File: src/rtl/erdd_pkg.sv
// Shared types and constants for the escape run-length dictionary decompressor.
package erdd_pkg;

    localparam int unsigned DICT_ENTRIES = 16;
    localparam int unsigned BYTE_W       = 8;
    localparam int unsigned DICT_W       = 64;
    localparam int unsigned CNT_W        = 4;
    localparam int unsigned CFG_IDX_W    = 2;

    localparam logic [BYTE_W-1:0] ESCAPE_BYTE  = 8'h07;
    localparam logic [BYTE_W-1:0] LITERAL_CODE = 8'h00;
    localparam logic [CNT_W-1:0]  NIBBLE_MASK  = 4'hF;

    localparam logic [CFG_IDX_W-1:0] CFG_DICT_LOW  = 2'd0;
    localparam logic [CFG_IDX_W-1:0] CFG_DICT_HIGH = 2'd1;

    typedef enum logic [1:0]
    {
        S_ACCEPT = 2'b01,
        S_RUN    = 2'b10
    } state_t;

    typedef struct packed
    {
        logic in_take;
        logic esc_pending;
        logic run_step;
    } ctrl_cmd_t;

    typedef struct packed
    {
        logic slot_free;
        logic more;
        logic rem_last;
        logic is_esc;
    } dp_status_t;

endpackage

File: src/rtl/erdd_ctrl.sv
// Controller state machine: input acceptance, escape tracking and run sequencing.
module erdd_ctrl
(
    input  logic                   clk,
    input  logic                   rst_n,
    input  logic                   in_valid,
    output logic                   in_ready,
    input  logic                   is_final,
    input  erdd_pkg::dp_status_t   status,
    output erdd_pkg::ctrl_cmd_t    cmd
);

    erdd_pkg::state_t state_reg;
    erdd_pkg::state_t state_next;
    logic             esc_reg;
    logic             esc_next;
    logic             take;

    assign in_ready = (state_reg == erdd_pkg::S_ACCEPT) && status.slot_free;
    assign take     = in_valid && in_ready;

    always_comb
    begin
        state_next = state_reg;
        esc_next   = esc_reg;
        case (state_reg)
            erdd_pkg::S_ACCEPT:
            begin
                if (take)
                begin
                    if (is_final || esc_reg)
                    begin
                        esc_next = 1'b0;
                    end
                    else if (status.is_esc)
                    begin
                        esc_next = 1'b1;
                    end
                    if (status.more)
                    begin
                        state_next = erdd_pkg::S_RUN;
                    end
                end
            end
            erdd_pkg::S_RUN:
            begin
                if (status.slot_free && status.rem_last)
                begin
                    state_next = erdd_pkg::S_ACCEPT;
                end
            end
            default:
            begin
                state_next = erdd_pkg::S_ACCEPT;
            end
        endcase
    end

    always_comb
    begin
        cmd.in_take     = take;
        cmd.esc_pending = esc_reg;
        cmd.run_step    = (state_reg == erdd_pkg::S_RUN) && status.slot_free;
    end

    always_ff @(posedge clk or negedge rst_n)
    begin
        if (!rst_n)
        begin
            state_reg <= erdd_pkg::S_ACCEPT;
            esc_reg   <= 1'b0;
        end
        else
        begin
            state_reg <= state_next;
            esc_reg   <= esc_next;
        end
    end

    a_run_blocks_input: assert property (@(posedge clk) disable iff (!rst_n)
        (state_reg == erdd_pkg::S_RUN) |-> !in_ready)
        else $error("input accepted during run");

    a_esc_consumed: assert property (@(posedge clk) disable iff (!rst_n)
        (take && esc_reg) |=> !esc_reg)
        else $error("escape pending survived its code byte");

endmodule

File: src/rtl/erdd_datapath.sv
// Datapath: dictionary registers, byte decode, run counter and output register.
module erdd_datapath
(
    input  logic                         clk,
    input  logic                         rst_n,
    input  logic [erdd_pkg::BYTE_W-1:0]  in_byte,
    input  logic                         is_final,
    input  logic                         cfg_valid,
    input  logic [erdd_pkg::CFG_IDX_W-1:0] cfg_index,
    input  logic [erdd_pkg::DICT_W-1:0]  cfg_data,
    output logic                         out_valid,
    input  logic                         out_ready,
    output logic [erdd_pkg::BYTE_W-1:0]  out_byte,
    output logic                         run_end,
    output logic                         stream_end,
    input  erdd_pkg::ctrl_cmd_t          cmd,
    output erdd_pkg::dp_status_t         status
);

    logic [erdd_pkg::DICT_W-1:0] dict_low_reg;
    logic [erdd_pkg::DICT_W-1:0] dict_high_reg;
    logic                        out_valid_reg;
    logic [erdd_pkg::BYTE_W-1:0] out_byte_reg;
    logic                        run_end_reg;
    logic                        stream_end_reg;
    logic [erdd_pkg::BYTE_W-1:0] run_byte_reg;
    logic                        run_fin_reg;
    logic [erdd_pkg::CNT_W-1:0]  rem_reg;

    logic [erdd_pkg::CNT_W-1:0]  code_cnt;
    logic [erdd_pkg::CNT_W-1:0]  code_idx;
    logic [erdd_pkg::DICT_W-1:0] dict_half;
    logic [erdd_pkg::BYTE_W-1:0] dict_val;
    logic [erdd_pkg::BYTE_W-1:0] dec_val;
    logic                        dec_emit;
    logic                        dec_more;
    logic                        load_first;

    assign code_cnt  = in_byte[7:4] & erdd_pkg::NIBBLE_MASK;
    assign code_idx  = in_byte[3:0] & erdd_pkg::NIBBLE_MASK;
    assign dict_half = code_idx[3] ? dict_high_reg : dict_low_reg;
    assign dict_val  = dict_half[{code_idx[2:0], 3'b000} +: erdd_pkg::BYTE_W];

    always_comb
    begin
        dec_val  = in_byte;
        dec_emit = 1'b1;
        dec_more = 1'b0;
        if (cmd.esc_pending)
        begin
            if (in_byte == erdd_pkg::LITERAL_CODE)
            begin
                dec_val = erdd_pkg::ESCAPE_BYTE;
            end
            else
            begin
                dec_val  = dict_val;
                dec_emit = (code_cnt != '0);
                dec_more = (code_cnt > 4'd1);
            end
        end
        else if (in_byte == erdd_pkg::ESCAPE_BYTE)
        begin
            dec_emit = is_final;
        end
    end

    assign load_first = cmd.in_take && dec_emit;

    always_comb
    begin
        status.slot_free = !out_valid_reg || out_ready;
        status.more      = dec_more;
        status.rem_last  = (rem_reg == 4'd1);
        status.is_esc    = (in_byte == erdd_pkg::ESCAPE_BYTE);
    end

    always_ff @(posedge clk or negedge rst_n)
    begin
        if (!rst_n)
        begin
            dict_low_reg  <= '0;
            dict_high_reg <= '0;
        end
        else if (cfg_valid)
        begin
            if (cfg_index == erdd_pkg::CFG_DICT_LOW)
            begin
                dict_low_reg <= cfg_data;
            end
            else if (cfg_index == erdd_pkg::CFG_DICT_HIGH)
            begin
                dict_high_reg <= cfg_data;
            end
        end
    end

    always_ff @(posedge clk or negedge rst_n)
    begin
        if (!rst_n)
        begin
            out_valid_reg <= 1'b0;
            rem_reg       <= '0;
        end
        else
        begin
            if (load_first || cmd.run_step)
            begin
                out_valid_reg <= 1'b1;
            end
            else if (out_ready)
            begin
                out_valid_reg <= 1'b0;
            end
            if (load_first)
            begin
                rem_reg <= dec_more ? code_cnt - 4'd1 : '0;
            end
            else if (cmd.run_step)
            begin
                rem_reg <= rem_reg - 4'd1;
            end
        end
    end

    always_ff @(posedge clk)
    begin
        if (load_first)
        begin
            out_byte_reg   <= dec_val;
            run_end_reg    <= !dec_more;
            stream_end_reg <= is_final;
            run_byte_reg   <= dec_val;
            run_fin_reg    <= is_final;
        end
        else if (cmd.run_step)
        begin
            out_byte_reg   <= run_byte_reg;
            run_end_reg    <= (rem_reg == 4'd1);
            stream_end_reg <= run_fin_reg;
        end
    end

    assign out_valid  = out_valid_reg;
    assign out_byte   = out_byte_reg;
    assign run_end    = run_end_reg;
    assign stream_end = stream_end_reg;

    a_step_has_count: assert property (@(posedge clk) disable iff (!rst_n)
        cmd.run_step |-> (rem_reg != '0))
        else $error("run step with empty counter");

    a_step_excl_take: assert property (@(posedge clk) disable iff (!rst_n)
        cmd.run_step |-> !cmd.in_take)
        else $error("run step and input beat together");

    a_load_valid: assert property (@(posedge clk) disable iff (!rst_n)
        (load_first || cmd.run_step) |=> out_valid_reg)
        else $error("loaded result not presented");

endmodule

File: src/rtl/escape_rle_dictionary_decompress_top.sv
// Top level of the escape run-length dictionary decompressor.
//
//  channel | signals                                   | beat
//  --------+-------------------------------------------+------------------------
//  in      | in_valid in_ready in_byte is_final        | one compressed byte
//  out     | out_valid out_ready out_byte run_end      | one decompressed byte
//          | stream_end                                |
//  cfg     | cfg_valid cfg_ready cfg_index cfg_data    | one dictionary word
//
//  Literal bytes: one beat per cycle while out is not stalled, the output register parting the two sides.
//  A run of N copies holds the input until its last copy is loaded, paced by the run counter.
//  Escape bytes not marked final and zero-length runs give no result.
//  Reset clears the dictionary, escape flag, run counter and output valid.
//  A stall on out holds the output register and blocks in.
module escape_rle_dictionary_decompress_top
(
    input  logic                           clk,
    input  logic                           rst_n,
    input  logic                           in_valid,
    output logic                           in_ready,
    input  logic [erdd_pkg::BYTE_W-1:0]    in_byte,
    input  logic                           is_final,
    output logic                           out_valid,
    input  logic                           out_ready,
    output logic [erdd_pkg::BYTE_W-1:0]    out_byte,
    output logic                           run_end,
    output logic                           stream_end,
    input  logic                           cfg_valid,
    output logic                           cfg_ready,
    input  logic [erdd_pkg::CFG_IDX_W-1:0] cfg_index,
    input  logic [erdd_pkg::DICT_W-1:0]    cfg_data
);

    erdd_pkg::ctrl_cmd_t  cmd;
    erdd_pkg::dp_status_t status;

    assign cfg_ready = 1'b1;

    erdd_ctrl u_ctrl
    (
        .clk      (clk),
        .rst_n    (rst_n),
        .in_valid (in_valid),
        .in_ready (in_ready),
        .is_final (is_final),
        .status   (status),
        .cmd      (cmd)
    );

    erdd_datapath u_datapath
    (
        .clk        (clk),
        .rst_n      (rst_n),
        .in_byte    (in_byte),
        .is_final   (is_final),
        .cfg_valid  (cfg_valid),
        .cfg_index  (cfg_index),
        .cfg_data   (cfg_data),
        .out_valid  (out_valid),
        .out_ready  (out_ready),
        .out_byte   (out_byte),
        .run_end    (run_end),
        .stream_end (stream_end),
        .cmd        (cmd),
        .status     (status)
    );

endmodule

File: config.mk
export PLATFORM = sky130hd
export DESIGN_NAME = escape_rle_dictionary_decompress_top
export DESIGN_NICKNAME = d
export VERILOG_FILES = /design/src/rtl/erdd_pkg.sv /design/src/rtl/erdd_ctrl.sv /design/src/rtl/erdd_datapath.sv /design/src/rtl/escape_rle_dictionary_decompress_top.sv
export SDC_FILE = /design/constraint.sdc
export NUM_CORES = 1
export LEC_CHECK = 0
export BUFFER_PORTS_ARGS = -buffer_cell sky130_fd_sc_hd__buf_2
export CORE_MARGIN = 2
export CORE_UTILIZATION = 60
export DETAILED_ROUTE_END_ITERATION = 10
export PLACE_DENSITY = 0.81
export SYNTH_ARGS = -nofsm -noshare
export SYNTH_HDL_FRONTEND = slang
export SYNTH_SLANG_ARGS = --single-unit
export TNS_END_PERCENT = 50
File: constraint.sdc
create_clock -name clk -period 2.6 [get_ports clk]
set_input_delay 0.52 -clock clk [delete_from_list [all_inputs] [get_ports clk]]
set_output_delay 0.52 -clock clk [all_outputs]
set_load 0.05 [all_outputs]
# Yosys cells after proc, flatten, opt, wreduce, memory -nomap -nowiden
# Index checks and enable logic that the tools add are counted.
[word_totals]
wordCells = 69
out_inout_bits = 13
in_bits = 80
ff_bits = 155
[classes]
magnitude_cmp = 1
add_sub_neg = 2
mux = 25
reduce_logical = 20
bitwise = 1
eq_ne = 8
n_shift = 1
[op_table]
columns = ["operator", "count"]
rows = [
  ["64-bit two-way mux", 1],
  ["64-bit by 7-bit variable part select with 8-bit output", 1],
  ["8-bit two-way mux", 4],
  ["1-bit two-way mux", 13],
  ["4-bit two-way mux", 3],
  ["3-bit AND reduction", 3],
  ["8-bit by 3-bit == test with 1-bit output, second input constant", 1],
  ["8-bit logical NOT", 1],
  ["4-bit by 1-bit subtractor with 4-bit output, second input constant", 2],
  ["2-bit two-way mux", 3],
  ["2-bit by 1-bit != test with 1-bit output, second input constant", 3],
  ["2-bit nonzero test", 3],
  ["1-bit logical AND", 5],
  ["2-bit by 1-bit == test with 1-bit output, second input constant", 2],
  ["4-bit by 1-bit == test with 1-bit output, second input constant", 1],
  ["4-bit by 1-bit greater-than comparator with 1-bit output, second input constant", 1],
  ["2-bit case mux with 2 select lines", 1],
  ["4-bit nonzero test", 1],
  ["1-bit logical OR", 3],
  ["2-bit == test, second input constant", 1],
  ["1-bit logical NOT", 2],
  ["2-bit logical NOT", 1],
  ["2-bit AND reduction", 1],
  ["1-bit inverter", 1],
]

# Longest topological paths before layout
# Gate-level depths: netlist of run 1.
[depth]
word_depth = 7
ltp_mapped = 8

# Cells and area by module
# Synthesis of run 1 repeated with hierarchy kept, for this count alone.
[unflattened]
hier_cells = 497
hier_area_um2 = 7170.6
[by_module_without_submodules]
columns = ["mod", "cells_each", "area_per_inst_um2", "seq_area_each_um2", "instances"]
rows = [
  ["erdd_datapath", 480, 6991.7, 3898.7, 1],
  ["erdd_ctrl", 15, 167.7, 76.3, 1],
  ["escape_rle_dictionary_decompress_top", 2, 11.3, 0.0, 1],
]

# Worst setup path after synthesis of run 1
# No wires, ideal clock.
[synth_path]
path_kind = "input-to-reg"
from = "input port in_byte[5] (netlist bit)"
to = "register u_datapath.run_end_reg (netlist: u_datapath.run_end), data pin"
stages = 6
n_path_buf = 0
setup_ns = 0.260
slack_ns = 0.422
t_arrival_ns = 1.918
path_cell_list = "inv_1 ha_1 nor3b_2 nand2_1 o21ai_2 mux2_2"
[synth_via]
elab_chain_cells = 5
[synth_rtl]
columns = ["item", "line_no", "rtl"]
rows = [
  ["from (decl)", "escape_rle_dictionary_decompress_top.sv:21", "input logic [erdd_pkg::BYTE_W-1:0] in_byte,"],
  ["4-bit by 1-bit greater-than comparator with 1-bit output (tied with other cells)", "erdd_datapath.sv:59", "dec_more = (code_cnt > 4'd1);"],
  ["1-bit two-way mux (on tied branches)", "erdd_datapath.sv:51, erdd_datapath.sv:62", ""],
  ["1-bit two-way mux", "erdd_datapath.sv:49", "if (cmd.esc_pending)"],
  ["1-bit logical NOT or 1-bit logical AND (tied branches)", "erdd_datapath.sv:131, erdd_datapath.sv:68", ""],
  ["1-bit two-way mux (*)", "erdd_datapath.sv:128", "if (load_first)"],
  ["to (signal assigned)", "erdd_datapath.sv:131", "run_end_reg <= !dec_more;"],
  ["to (signal assigned)", "erdd_datapath.sv:139", "run_end_reg <= (rem_reg == 4'd1);"],
  ["to (decl)", "erdd_datapath.sv:24", "logic run_end_reg;"],
]
# Every way passes the cells marked *; elsewhere a longest branch is shown, timed or not.
# A chain may end at the register's enable or synchronous reset.

# Worst setup path after layout of run 1
[layout_path]
from = "register u_ctrl.state_reg[0]"
to = "output port in_ready"
[layout_via]
elab_chain_cells = 2
[layout_rtl]
columns = ["item", "line_no", "rtl"]
rows = [
  ["from (decl)", "erdd_ctrl.sv:13", "erdd_pkg::state_t state_reg;"],
  ["from (signal assigned)", "erdd_ctrl.sv:70", "state_reg <= erdd_pkg::S_ACCEPT;"],
  ["from (signal assigned)", "erdd_ctrl.sv:75", "state_reg <= state_next;"],
  ["2-bit by 1-bit == test with 1-bit output", "erdd_ctrl.sv:19", "assign in_ready = (state_reg == erdd_pkg::S_ACCEPT) && status.slot_free;"],
  ["1-bit logical AND", "erdd_ctrl.sv:19", ""],
  ["to (decl)", "escape_rle_dictionary_decompress_top.sv:20", "output logic in_ready,"],
]
# No other way between the ends.

==> metrics.md, run 1 <==
| Metric | Value |
|---|---|
| Area grow syn2layout | `16.77%` |
| Routed Antenna Nets | `0` |
| Grt total ovfl | `0` |
| Tightest Hold Check Type | `in2async` |
| Yosys reg bits | `155` |
| Share of cells above drive strength 1 | `0.4836` |
| DP Cell Count | `725` |
| DR DRC count | `0` |
| Switching pwr | `1.628 mW` |
| Largest cells by area after synthesis | `dfrtp_1 (46%), mux2_2 (21%), edfxtp_1 (7.8%)` |
| Initial antenna violation count | `0` |
| Post-route setup slack | `0.5363 ns` |
| CP arrival | `1.54 ns` |
| FF/Latch Area | `0.003975 mm2` |
| Finish-stage setup viols | `0` |
| Data required, critical path | `2.08 ns` |
| # fillers | `794` |
| Row count | `40` |
| Worst-path clk slew | `0.06 ns` |
| Die W | `114.3 um` |
| Prevailing post-synth register cell | `dfrtp_1` |
| Clk_skew | `0.01038 ns` |
| Worst Setup EP | `in_ready` |
| First-pass GRT wire length | `26100 um` |
| WS Path Type | `reg2out` |
| Num CTS Buffers | `17` |
| Yosys top cell by area | `dfrtp_1` |
| R2r worst-path depth | `4` |
| Final setup TNS | `0 ns` |
| Routed length per placed instance | `20.92 um` |
| Avg Vias per Cell | `6.156` |
| Multi-input gate area in the final layout | `0.003118 mm2` |
| Register area share after synthesis | `0.5442` |
| Synthesized area per cell | `14.46 um2` |
| VDD IR-drop max | `476.6 uV` |
| Synth Cell Area | `0.007305 mm2` |
| Comb power frac | `0.160` |
| Hold buffer count at CTS | `0` |
| Met3 WL post-DR | `964 um` |
| TritonCTS clock tree | `yes` |
| Final hold slack | `0.08852 ns` |
| Max cap viols | `0` |
| Initial drt markers | `300` |
| Via count | `4660` |
| Min Tclk post-route | `2.064 ns` |
| Pre-CTS setup slack | `0.1841 ns` |
| Nets | `681` |
| RR Endpoint | `u_datapath.out_byte[0]$_DFFE_PP_` |
| CP startpoint | `u_ctrl.state_reg[0]$_DFFE_PN1P_` |
| WL met1 | `6623 um` |
| Gate Count Post-Synth | `505` |
| Pwr/cell area | `764.3 mW/mm2` |
| Max FO, Critical Path | `4` |
| R2R Path Start | `u_ctrl.state_reg[0]$_DFFE_PN1P_` |
| CTS Buffer Depth | `2` |
| Root Driver | `clkbuf_16` |
| Sequential Power Share | `0.471` |
| Antenna cells | `0` |
| Starting density of the core | `0.6107` |
| Finished Layout Cells | `757` |
| Clock latency at the later pin of the worst-skew pair | `0.43 ns` |
| Drt pass-1 iters | `4` |
| DR WL met2 | `7843 um` |
| Largest net degree at the start of global routing | `65` |
| Switching share of total power | `0.2497` |
| Crit. End Element | `primary output` |
| Post-Syn Nets | `589` |
| Synth warnings | `0` |
| Top-area cell type share of the netlist area | `0.4625` |
| Post-DP HPWL | `11110 um` |
| Chip Height | `114.3 um` |
| CTS resizes | `0` |
| Worst R2R Setup Slack | `0.62 ns` |
| TritonCTS Sinks | `155` |
| Routed WL | `15840 um` |
| Post-CTS Setup Repair Bufs | `0` |
| CP Launch Type | `flip-flop` |
| Routability cong. | `0.8929` |
| Post-synth EDFFs | `19` |
| Distinct cells, synth | `55` |
| Post-synth ARST share | `0.8774` |
| Highest routed layer | `met4` |
| H-tree Lvls | `4` |
| Slew Limit Fails | `0` |
| Internal power | `4.891 mW` |
| Run status | `completed` |
| Final Cycle Share | `0.7937` |
| Vias in the first global route | `4939` |
| LEAKAGE | `3.671 nW` |
| Total GRT Usage | `0.2677` |
| Final hold viol count | `0` |
| Commonest non-fill, non-tap cell in the layout | `dfrtp_1` |
| Commonest cells after routing, fill and taps aside | `dfrtp_1 (135), mux2_2 (134), buf_2 (90), nand2_1 (25), mux2i_1 (22)` |
| Slew @ Worst Pin | `0.8727 ns` |
| Number of buffers added on ports | `91` |
| Num ports | `93` |
| Max_slew headroom | `0.4134` |
| Core footprint | `0.01196 mm2` |
| Die area | `0.01307 mm2` |
| Total power | `6.519 mW` |
| Max Freq | `484.6 MHz` |
| RSZ-0062 raised after global routing | `false` |
| Clock power frac | `0.368` |
[layout make-up]
| cell class | count | area share |
|---|---|---|
| repair buffers | 105 | 0.07481 |
| inverters | 10 | 0.004401 |
| well taps | 147 | 0.02156 |
| clock buffers | 20 | 0.05354 |
| multi-input cells | 308 | 0.3656 |
| flip-flops and latches | 155 | 0.4660 |
| clock inverters | 12 | 0.01408 |
[synthesized netlist by cell type, drive strengths merged (4+ instances only)]
cell type	number
a211o	4
a211oi	8
a21oi	7
a22oi	8
a31oi	7
a32oi	4
buf	10
clkbuf	22
dfrtp	135
edfxtp	19
ha	4
inv	10
mux2	134
mux2i	22
mux4	21
nand2	25
nand2b	4
nand3	4
nor2	6
nor2b	6
nor3b	4
o211ai	6
[metal layers]
layer,vias to the layer above,track usage
met4,0,0.1065
met3,34,0.07411
met5,-,0
met1,2372,0.3543
li1,2090,-
met2,164,0.4242
[cells by family after synthesis]
logic type               Yosys count  share of synthesized area
AND/OR/NAND/NOR                   62                    0.04539
XOR/XNOR                           5                   0.005996
other                              1                  0.0005134
flip-flops                       155                     0.5442
AO/OA/AOI/OAI                     59                    0.06338
buffers and inverters             42                    0.02963
adder cells (fa/ha/maj)            4                   0.006852
multiplexers                     177                     0.3040
[worst max-delay path, cell delays in order, from the launching register on]
cell	delay, ns
dfstp_2	0.53
nand2b_1	0.15
nor2_1	0.16
buf_2	0.28
[power groups by stage]
stage | Sequential, mW | Clock (mW) | Combinational (mW)
after detailed placement | 3.11 | 0 | 1.05
final | 3.07 | 2.40 | 1.05
after floorplan | 3.08 | 0 | 0.704
after CTS | 3.07 | 2.45 | 1.06
after global routing | 3.12 | 2.54 | 1.13
after global placement | 3.08 | 0 | 0.995
[how the worst min path moves through the flow]
stage / from / to / slack, ns / cells after the start
after floorplan: rst_n / u_ctrl.esc_reg$_DFFE_PN0P_ / 0.22 / 0
after global placement: u_datapath.dict_high_reg[56]$_DFFE_PN0P_ / u_datapath.dict_high_reg[56]$_DFFE_PN0P_ / 0.48 / 1
after detailed placement: u_datapath.dict_low_reg[40]$_DFFE_PN0P_ / u_datapath.dict_low_reg[40]$_DFFE_PN0P_ / 0.49 / 1
after CTS: rst_n / u_datapath.rem_reg[3]$_DFFE_PN0P_ / 0.09 / 1
after global routing: rst_n / u_datapath.rem_reg[3]$_DFFE_PN0P_ / 0.12 / 1
final: rst_n / u_datapath.rem_reg[3]$_DFFE_PN0P_ / 0.09 / 1
[metrics by stage]
stage               utilization  instance area [um2]
floorplan                     -                 7305
global placement         0.6649                 7953
detailed placement       0.6649                 7953
CTS                      0.7131                 8529
global route             0.7131                 8529
finish                   0.7131                 8529
Note: power is estimated with default switching activity, not from simulation.
==> inputs of run 2 (changes only) <==
--- a/config.mk
+++ b/config.mk
@@ -7,9 +7,9 @@
 export LEC_CHECK = 0
 export BUFFER_PORTS_ARGS = -buffer_cell sky130_fd_sc_hd__buf_2
 export CORE_MARGIN = 2
-export CORE_UTILIZATION = 60
+export CORE_UTILIZATION = 58
 export DETAILED_ROUTE_END_ITERATION = 10
-export PLACE_DENSITY = 0.81
+export PLACE_DENSITY = 0.79
 export SYNTH_ARGS = -nofsm -noshare
 export SYNTH_HDL_FRONTEND = slang
 export SYNTH_SLANG_ARGS = --single-unit
==> constraint.sdc (replaced) <==
create_clock -name clk -period 2 [get_ports clk]
set_input_delay 0.4 -clock clk [delete_from_list [all_inputs] [get_ports clk]]
set_output_delay 0.4 -clock clk [all_outputs]
set_load 0.05 [all_outputs]
==> metrics.md, run 2 (synthesis results as in run 1) <==
| Metric | Value |
|---|---|
| Sequential Power Share | `0.455 (-0.016)` |
| Number of buffers added on ports | `91 (unchanged)` |
| Crit. End Element | `primary output` |
| Total power | `8.801 mW (+35%)` |
| Routability cong. | `0.8782 (-1.6%)` |
| Area post-placement | `0.008238 mm2 (+3.6%)` |
| Clock power frac | `0.381 (+0.013)` |
| Routed length per placed instance | `20.81 um (-0.52%)` |
| Clk_skew | `0.005342 ns (-0.005035 ns)` |
| Crit path cell chain | `nand2b_1 > nor2_1 > buf_4` |
| Root Driver | `clkbuf_16` |
| Min Tclk post-route | `1.966 ns` |
| Num ports | `93 (unchanged)` |
| Drt pass-1 iters | `4 (unchanged)` |
| Comb power frac | `0.164 (+0.004)` |
| Buf/Inv on CP | `1 (unchanged)` |
| Grt total ovfl | `0 (unchanged)` |
| CP startpoint | `u_ctrl.state_reg[0]$_DFFE_PN1P_` |
| Routed WL | `16730 um (+5.7%)` |
| Internal power | `6.622 mW (+35%)` |
| Post-DP HPWL | `11620 um (+4.6%)` |
| R2R Path Start | `u_datapath.dict_high_reg[40]$_DFFE_PN0P_` |
| Chip Height | `116.2 um (+1.6%)` |
| CP max stage cell | `dfstp_2` |
| Max stage delay on crit path | `0.53 ns (about the same)` |
| LEAKAGE | `3.849 nW (+4.9%)` |
| Share of cells above drive strength 1 | `0.5047 (+0.02111)` |
| Top Family by Delay on Critical Path | `flip-flops` |
| WL met1 | `6853 um (+3.5%)` |
| Finish-stage setup viols | `0 (unchanged)` |
| TritonCTS Sinks | `155 (unchanged)` |
| Largest net degree at the start of global routing | `76 (+17%)` |
| DP Cell Count | `772 (+6.5%)` |
| Via count | `4823 (+3.5%)` |
| Switching share of total power | `0.2476 (-0.002063)` |
| Max cap viols | `0 (unchanged)` |
| CP arrival | `1.57 ns (+0.03 ns)` |
| Avg Vias per Cell | `5.999 (-2.6%)` |
| Data required, critical path | `1.60 ns (-0.48 ns)` |
| Finished Layout Cells | `804 (+6.2%)` |
| VDD IR-drop max | `865.0 uV (+82%)` |
| Nets | `708 (+4.0%)` |
| First-pass GRT wire length | `27100 um (+3.8%)` |
| Tightest Hold Check Type | `in2reg` |
| Worst-path clk slew | `0.06 ns (about the same)` |
| Final setup TNS | `0 ns (unchanged)` |
| H-tree Lvls | `4 (unchanged)` |
| Die W | `116.2 um (+1.6%)` |
| Slew Limit Fails | `0 (unchanged)` |
| Max FO, Critical Path | `4 (unchanged)` |
| WS Path Type | `reg2out` |
| Met3 WL post-DR | `968 um (+0.41%)` |
| Min-delay src | `is_final` |
| Clock latency at the later pin of the worst-skew pair | `0.43 ns (about the same)` |
| # fillers | `771 (-2.9%)` |
| Antenna cells | `0 (unchanged)` |
| Die area | `0.01351 mm2 (+3.3%)` |
| Highest routed layer | `met4` |
| Commonest non-fill, non-tap cell in the layout | `dfrtp_1` |
| TritonCTS clock tree | `yes` |
| Core footprint | `0.01216 mm2 (+1.7%)` |
| Num CTS Buffers | `17 (unchanged)` |
| Final Util | `0.7294 (+0.01635)` |
| Final hold viol count | `0 (unchanged)` |
| Row count | `40 (unchanged)` |
| Area grow syn2layout | `21.45%` |
| Routed Antenna Nets | `0 (unchanged)` |
| Initial drt markers | `292 (-2.7%)` |
| DR DRC count | `0 (unchanged)` |
| Vias in the first global route | `5158 (+4.4%)` |
| DR WL met2 | `8456 um (+7.8%)` |
| Final Cycle Share | `0.9830` |
| Commonest cells after routing, fill and taps aside | `dfrtp_1 (135), mux2_2 (134), buf_2 (89), buf_4 (32), nand2_1 (25)` |
| CP Launch Type | `flip-flop` |
| Post-CTS Setup Repair Bufs | `0 (unchanged)` |
| Initial antenna violation count | `0 (unchanged)` |
| Switching pwr | `2.179 mW (+34%)` |
| Total GRT Usage | `0.2708 (+0.003099)` |
| Design area | `0.008871 mm2 (+4.0%)` |
| RSZ-0062 raised after global routing | `false` |
| Run status | `completed` |
| CTS Buffer Depth | `2 (unchanged)` |
| Pwr/cell area | `992.1 mW/mm2 (+30%)` |
| Max Freq | `508.7 MHz` |
| Starting density of the core | `0.6006 (-0.01005)` |
[run 2: cell count changes in the layout (fill, tap and decap cells not counted), sizes merged]
cell / change
buf: +26
bufinv: +1
clkbuf: +1
clkinv: -1
clkinvlp: -2
dlygate4sd3: +1
[run 2: cell type report]
class                      instances  area, um2  share of cell area
clock inverter                    10      136.4             0.01537
sequential                       155       3975              0.4481
tap                              168      210.2             0.02370
multi-input combinational        308       3134              0.3533
clock buffer                      21      481.7             0.05430
inverter                          10      37.54            0.004231
timing repair buffer             132      895.9              0.1010
[run 2: timing repair]
action	4_1_cts	5_1_grt
hold endpoints to repair	5	0
hold buffers	1	0
gates resized for setup	0	3
setup endpoints to repair	0	1
[run 2: worst paths after layout]
kind / to / slack (ns) / cells past startpoint
worst min register to register: u_datapath.dict_high_reg[6]$_DFFE_PN0P_ / 0.50 / 1
worst max register to register: u_datapath.out_byte[0]$_DFFE_PP_ / 0.16 / 5
worst min-delay path: u_datapath.run_fin_reg$_DFFE_PN_ / 0.21 / 1
min in group asynchronous: u_datapath.rem_reg[1]$_DFFE_PN0P_ / 0.33 / 2
max in group asynchronous: u_datapath.dict_high_reg[63]$_DFFE_PN0P_ / 1.07 / 3
worst max-delay path: in_ready / 0.03 / 3
[run 2: worst reg2reg max path, cell delays in order (launching register included)]
cell and delay, ns:
dfrtp_1 0.39, mux4_1 0.52, a22o_1 0.25, a211oi_1 0.22
buf_4 0.15, o2bb2ai_1 0.05
[run 2: routing by layer]
layer  vias up  track usage
met3        38      0.07836
met1      2487       0.3407
met5         -            0
met2       164       0.4434
li1       2134            -
met4         0       0.1135
[run 2: power by group through the flow]
| stage | clock, mW | combinational, mW | sequential, mW |
|---|---|---|---|
| 2_1_floorplan | 0 | 0.918 | 4.01 |
| 3_3_place_gp | 0 | 1.38 | 3.99 |
| 3_5_place_dp | 0 | 1.44 | 4.04 |
| 4_1_cts | 3.40 | 1.45 | 4.00 |
| 5_1_grt | 3.54 | 1.55 | 4.05 |
| 6_report | 3.36 | 1.45 | 4.00 |
[run 2: metrics by stage]
step	setup slack (ns)	hold WS, ns
after floorplan	0.002591	0.1044
after global placement	-0.2106	0.2306
after detailed placement	-0.2014	0.2328
after CTS	0.008351	0.1855
after global routing	0.01818	0.1835
final	0.03407	0.2090
==> inputs of run 3 (changes only) <==
--- a/config.mk
+++ b/config.mk
@@ -7,9 +7,10 @@
 export LEC_CHECK = 0
 export BUFFER_PORTS_ARGS = -buffer_cell sky130_fd_sc_hd__buf_2
 export CORE_MARGIN = 2
-export CORE_UTILIZATION = 58
+export CORE_UTILIZATION = 52
 export DETAILED_ROUTE_END_ITERATION = 10
-export PLACE_DENSITY = 0.79
+export MAX_ROUTING_LAYER = met4
+export PLACE_DENSITY = 0.75
 export SYNTH_ARGS = -nofsm -noshare
 export SYNTH_HDL_FRONTEND = slang
 export SYNTH_SLANG_ARGS = --single-unit
==> constraint.sdc (replaced) <==
create_clock -name clk -period 1.8 [get_ports clk]
set_input_delay 0.36 -clock clk [delete_from_list [all_inputs] [get_ports clk]]
set_output_delay 0.36 -clock clk [all_outputs]
set_load 0.05 [all_outputs]
==> metrics.md, run 3 (synthesis results as in run 1) <==
| Metric | Value |
|---|---|
| TritonCTS clock tree | `yes` |
| Tightest Hold Check Type | `in2reg` |
| Antenna cells | `0 (unchanged)` |
| VDD IR-drop max | `820.7 uV (-5.1%)` |
| Final Util | `0.6551 (-0.07437)` |
| Commonest cells after routing, fill and taps aside | `mux2_2 (133), dfrtp_1 (133), buf_2 (88), buf_4 (42), nand2_1 (23)` |
| Core footprint | `0.01383 mm2 (+14%)` |
| Max stage delay on crit path | `0.55 ns (+0.02 ns)` |
| Starting density of the core | `0.5283 (-0.07234)` |
| Clock latency at the later pin of the worst-skew pair | `0.44 ns (about the same)` |
| Sequential Power Share | `0.440 (-0.015)` |
| Post-route setup slack | `0.009359 ns (-0.02471 ns)` |
| Hold EP | `u_datapath.dict_low_reg[60]$_DFFE_PN0P_` |
| RSZ-0062 raised after global routing | `true` |
| Run status | `completed` |
| Post-DP HPWL | `11580 um (-0.32%)` |
| Root Driver | `clkbuf_16` |
| Internal power | `7.626 mW (+15%)` |
| Switching pwr | `2.474 mW (+14%)` |
| Comb power frac | `0.159 (-0.005)` |
| Pwr/cell area | `1115 mW/mm2 (+12%)` |
| Final hold viol count | `0 (unchanged)` |
| Most frequent CP cell | `buf_6` |
| Routed Antenna Nets | `0 (unchanged)` |
| Final Cycle Share | `0.9948` |
| Worst-path clk slew | `0.06 ns (about the same)` |
| RR Endpoint | `u_datapath.out_byte[2]$_DFFE_PP_` |
| Clk_skew | `0.009300 ns (+0.003958 ns)` |
| Nets | `718 (+1.4%)` |
| Pre-CTS setup slack | `-0.3534 ns (-0.1520 ns)` |
| Avg Vias per Cell | `5.775 (-3.7%)` |
| Min Tclk post-route | `1.791 ns` |
| Crit. End Element | `primary output` |
| Buf/Inv on CP | `2 (+1)` |
| Initial antenna violation count | `0 (unchanged)` |
| Drt pass-1 iters | `5 (+1)` |
| Finish-stage setup viols | `0 (unchanged)` |
| CP arrival | `1.43 ns (-0.14 ns)` |
| Die W | `122.5 um (+5.4%)` |
| Min-delay src | `cfg_data[60]` |
| Via count | `4776 (-0.97%)` |
| Top Family by Delay on Critical Path | `flip-flops` |
| Routed length per placed instance | `19.91 um (-4.3%)` |
| # fillers | `1001 (+30%)` |
| Num CTS Buffers | `17 (unchanged)` |
| Worst R2R Setup Slack | `0.07 ns (-0.09 ns)` |
| Multi-input gate area in the final layout | `0.003191 mm2 (+1.8%)` |
| Routed WL | `16460 um (-1.6%)` |
| Largest net degree at the start of global routing | `65 (-14%)` |
| LEAKAGE | `3.921 nW (+1.9%)` |
| CP Launch Type | `flip-flop` |
| TritonCTS Sinks | `155 (unchanged)` |
| Number of buffers added on ports | `91 (unchanged)` |
| Grt total ovfl | `0 (unchanged)` |
| H-tree Lvls | `4 (unchanged)` |
| Chip Height | `122.5 um (+5.4%)` |
| WS Path Type | `reg2out` |
| Max cap viols | `0 (unchanged)` |
| Max FO, Critical Path | `3 (-1)` |
| Clock power frac | `0.402 (+0.021)` |
| Data required, critical path | `1.44 ns (-0.16 ns)` |
| First-pass GRT wire length | `26670 um (-1.6%)` |
| Row count | `43 (+7.5%)` |
| R2r worst-path depth | `5 (unchanged)` |
| Die area | `0.01501 mm2 (+11%)` |
| Area grow syn2layout | `24.00%` |
| Num ports | `93 (unchanged)` |
| Initial drt markers | `283 (-3.1%)` |
| Routability cong. | `0.8414 (-4.2%)` |
| DR DRC count | `0 (unchanged)` |
| Crit path cell chain | `nand2b_4 > buf_6 > nor2_4 > buf_6` |
| R2R Path Start | `u_ctrl.state_reg[0]$_DFFE_PN1P_` |
| Slew Limit Fails | `0 (unchanged)` |
| Total GRT Usage | `0.2455 (-0.02530)` |
| Vias in the first global route | `5110 (-0.93%)` |
| CP max stage cell | `dfstp_2` |
| Worst Hold Depth | `2 (+1)` |
| Switching share of total power | `0.2450 (-0.002666)` |
| Max Freq | `558.5 MHz` |
| Share of cells above drive strength 1 | `0.5394 (+0.03470)` |
| CTS Buffer Depth | `2 (unchanged)` |
| FF/Latch Area | `0.003978 mm2 (about the same)` |
==> run 3: repair_timing <==
item,CTS,global route
cloned,0,0
pin swaps,0,2
setup endpoints to repair,1,7
endpoints found under the hold margin,27,0
buffers inserted,0,3
gates resized for setup,6,11
hold buffers,1,0
==> run 3: cell type report <==
class,instances,share of cell area
Clock inverter,13,0.02307
Sequential cell,155,0.4391
Clock buffer,19,0.05125
Inverter,10,0.005387
Multi-Input combinational cell,308,0.3523
Timing Repair Buffer,142,0.1040
Tap cell,180,0.02487
==> run 3: power groups by stage <==
stage	Clock (mW)	Sequential [mW]	Combinational, mW
after floorplan	0	4.45	1.04
after global placement	0	4.46	1.51
after detailed placement	0	4.49	1.58
after CTS	4.10	4.44	1.60
after global routing	4.26	4.51	1.73
final	4.06	4.44	1.60
==> run 3: worst max-delay path by stage <==
stage,start,to,slack (ns),cells past startpoint
2_1_floorplan,in_byte[3],u_datapath.out_byte[0]$_DFFE_PP_,-0.07,6
3_3_place_gp,in_byte[3],u_datapath.out_byte[2]$_DFFE_PP_,-0.34,7
3_5_place_dp,in_byte[3],u_datapath.out_byte[2]$_DFFE_PP_,-0.35,7
4_1_cts,u_ctrl.state_reg[0]$_DFFE_PN1P_,in_ready,0.005,4
5_1_grt,u_ctrl.state_reg[0]$_DFFE_PN1P_,u_datapath.out_byte[2]$_DFFE_PP_,-0.03,5
6_report,u_ctrl.state_reg[0]$_DFFE_PN1P_,in_ready,0.009,4
==> run 3: per-stage QoR <==
| step | setup TNS [ns] | hold slack [ns] | area [um2] | std cells | total power, mW |
|---|---|---|---|---|---|
| global placement | -8.845 | 0.3152 | 8297 | 791 | 5.974 |
| global route | -0.07045 | 0.1691 | 9057 | 827 | 10.49 |
| floorplan | -0.1546 | 0.06441 | 7385 | 505 | 5.488 |
| CTS | 0 | 0.1607 | 9005 | 824 | 10.14 |
| finish | 0 | 0.1661 | 9057 | 827 | 10.10 |
| detailed placement | -9.935 | 0.3282 | 8297 | 791 | 6.078 |
==> run 3: layer usage <==
layer  share of wire  vias up  GRT usage  wire [um]
met1            0.42     2452     0.3196       6988
met4           0.024        0    0.09626        400
met2            0.50      139     0.3865       8302
met3           0.047       32    0.04322        773
li1                -     2153          -          -
met5               0        -          -          0
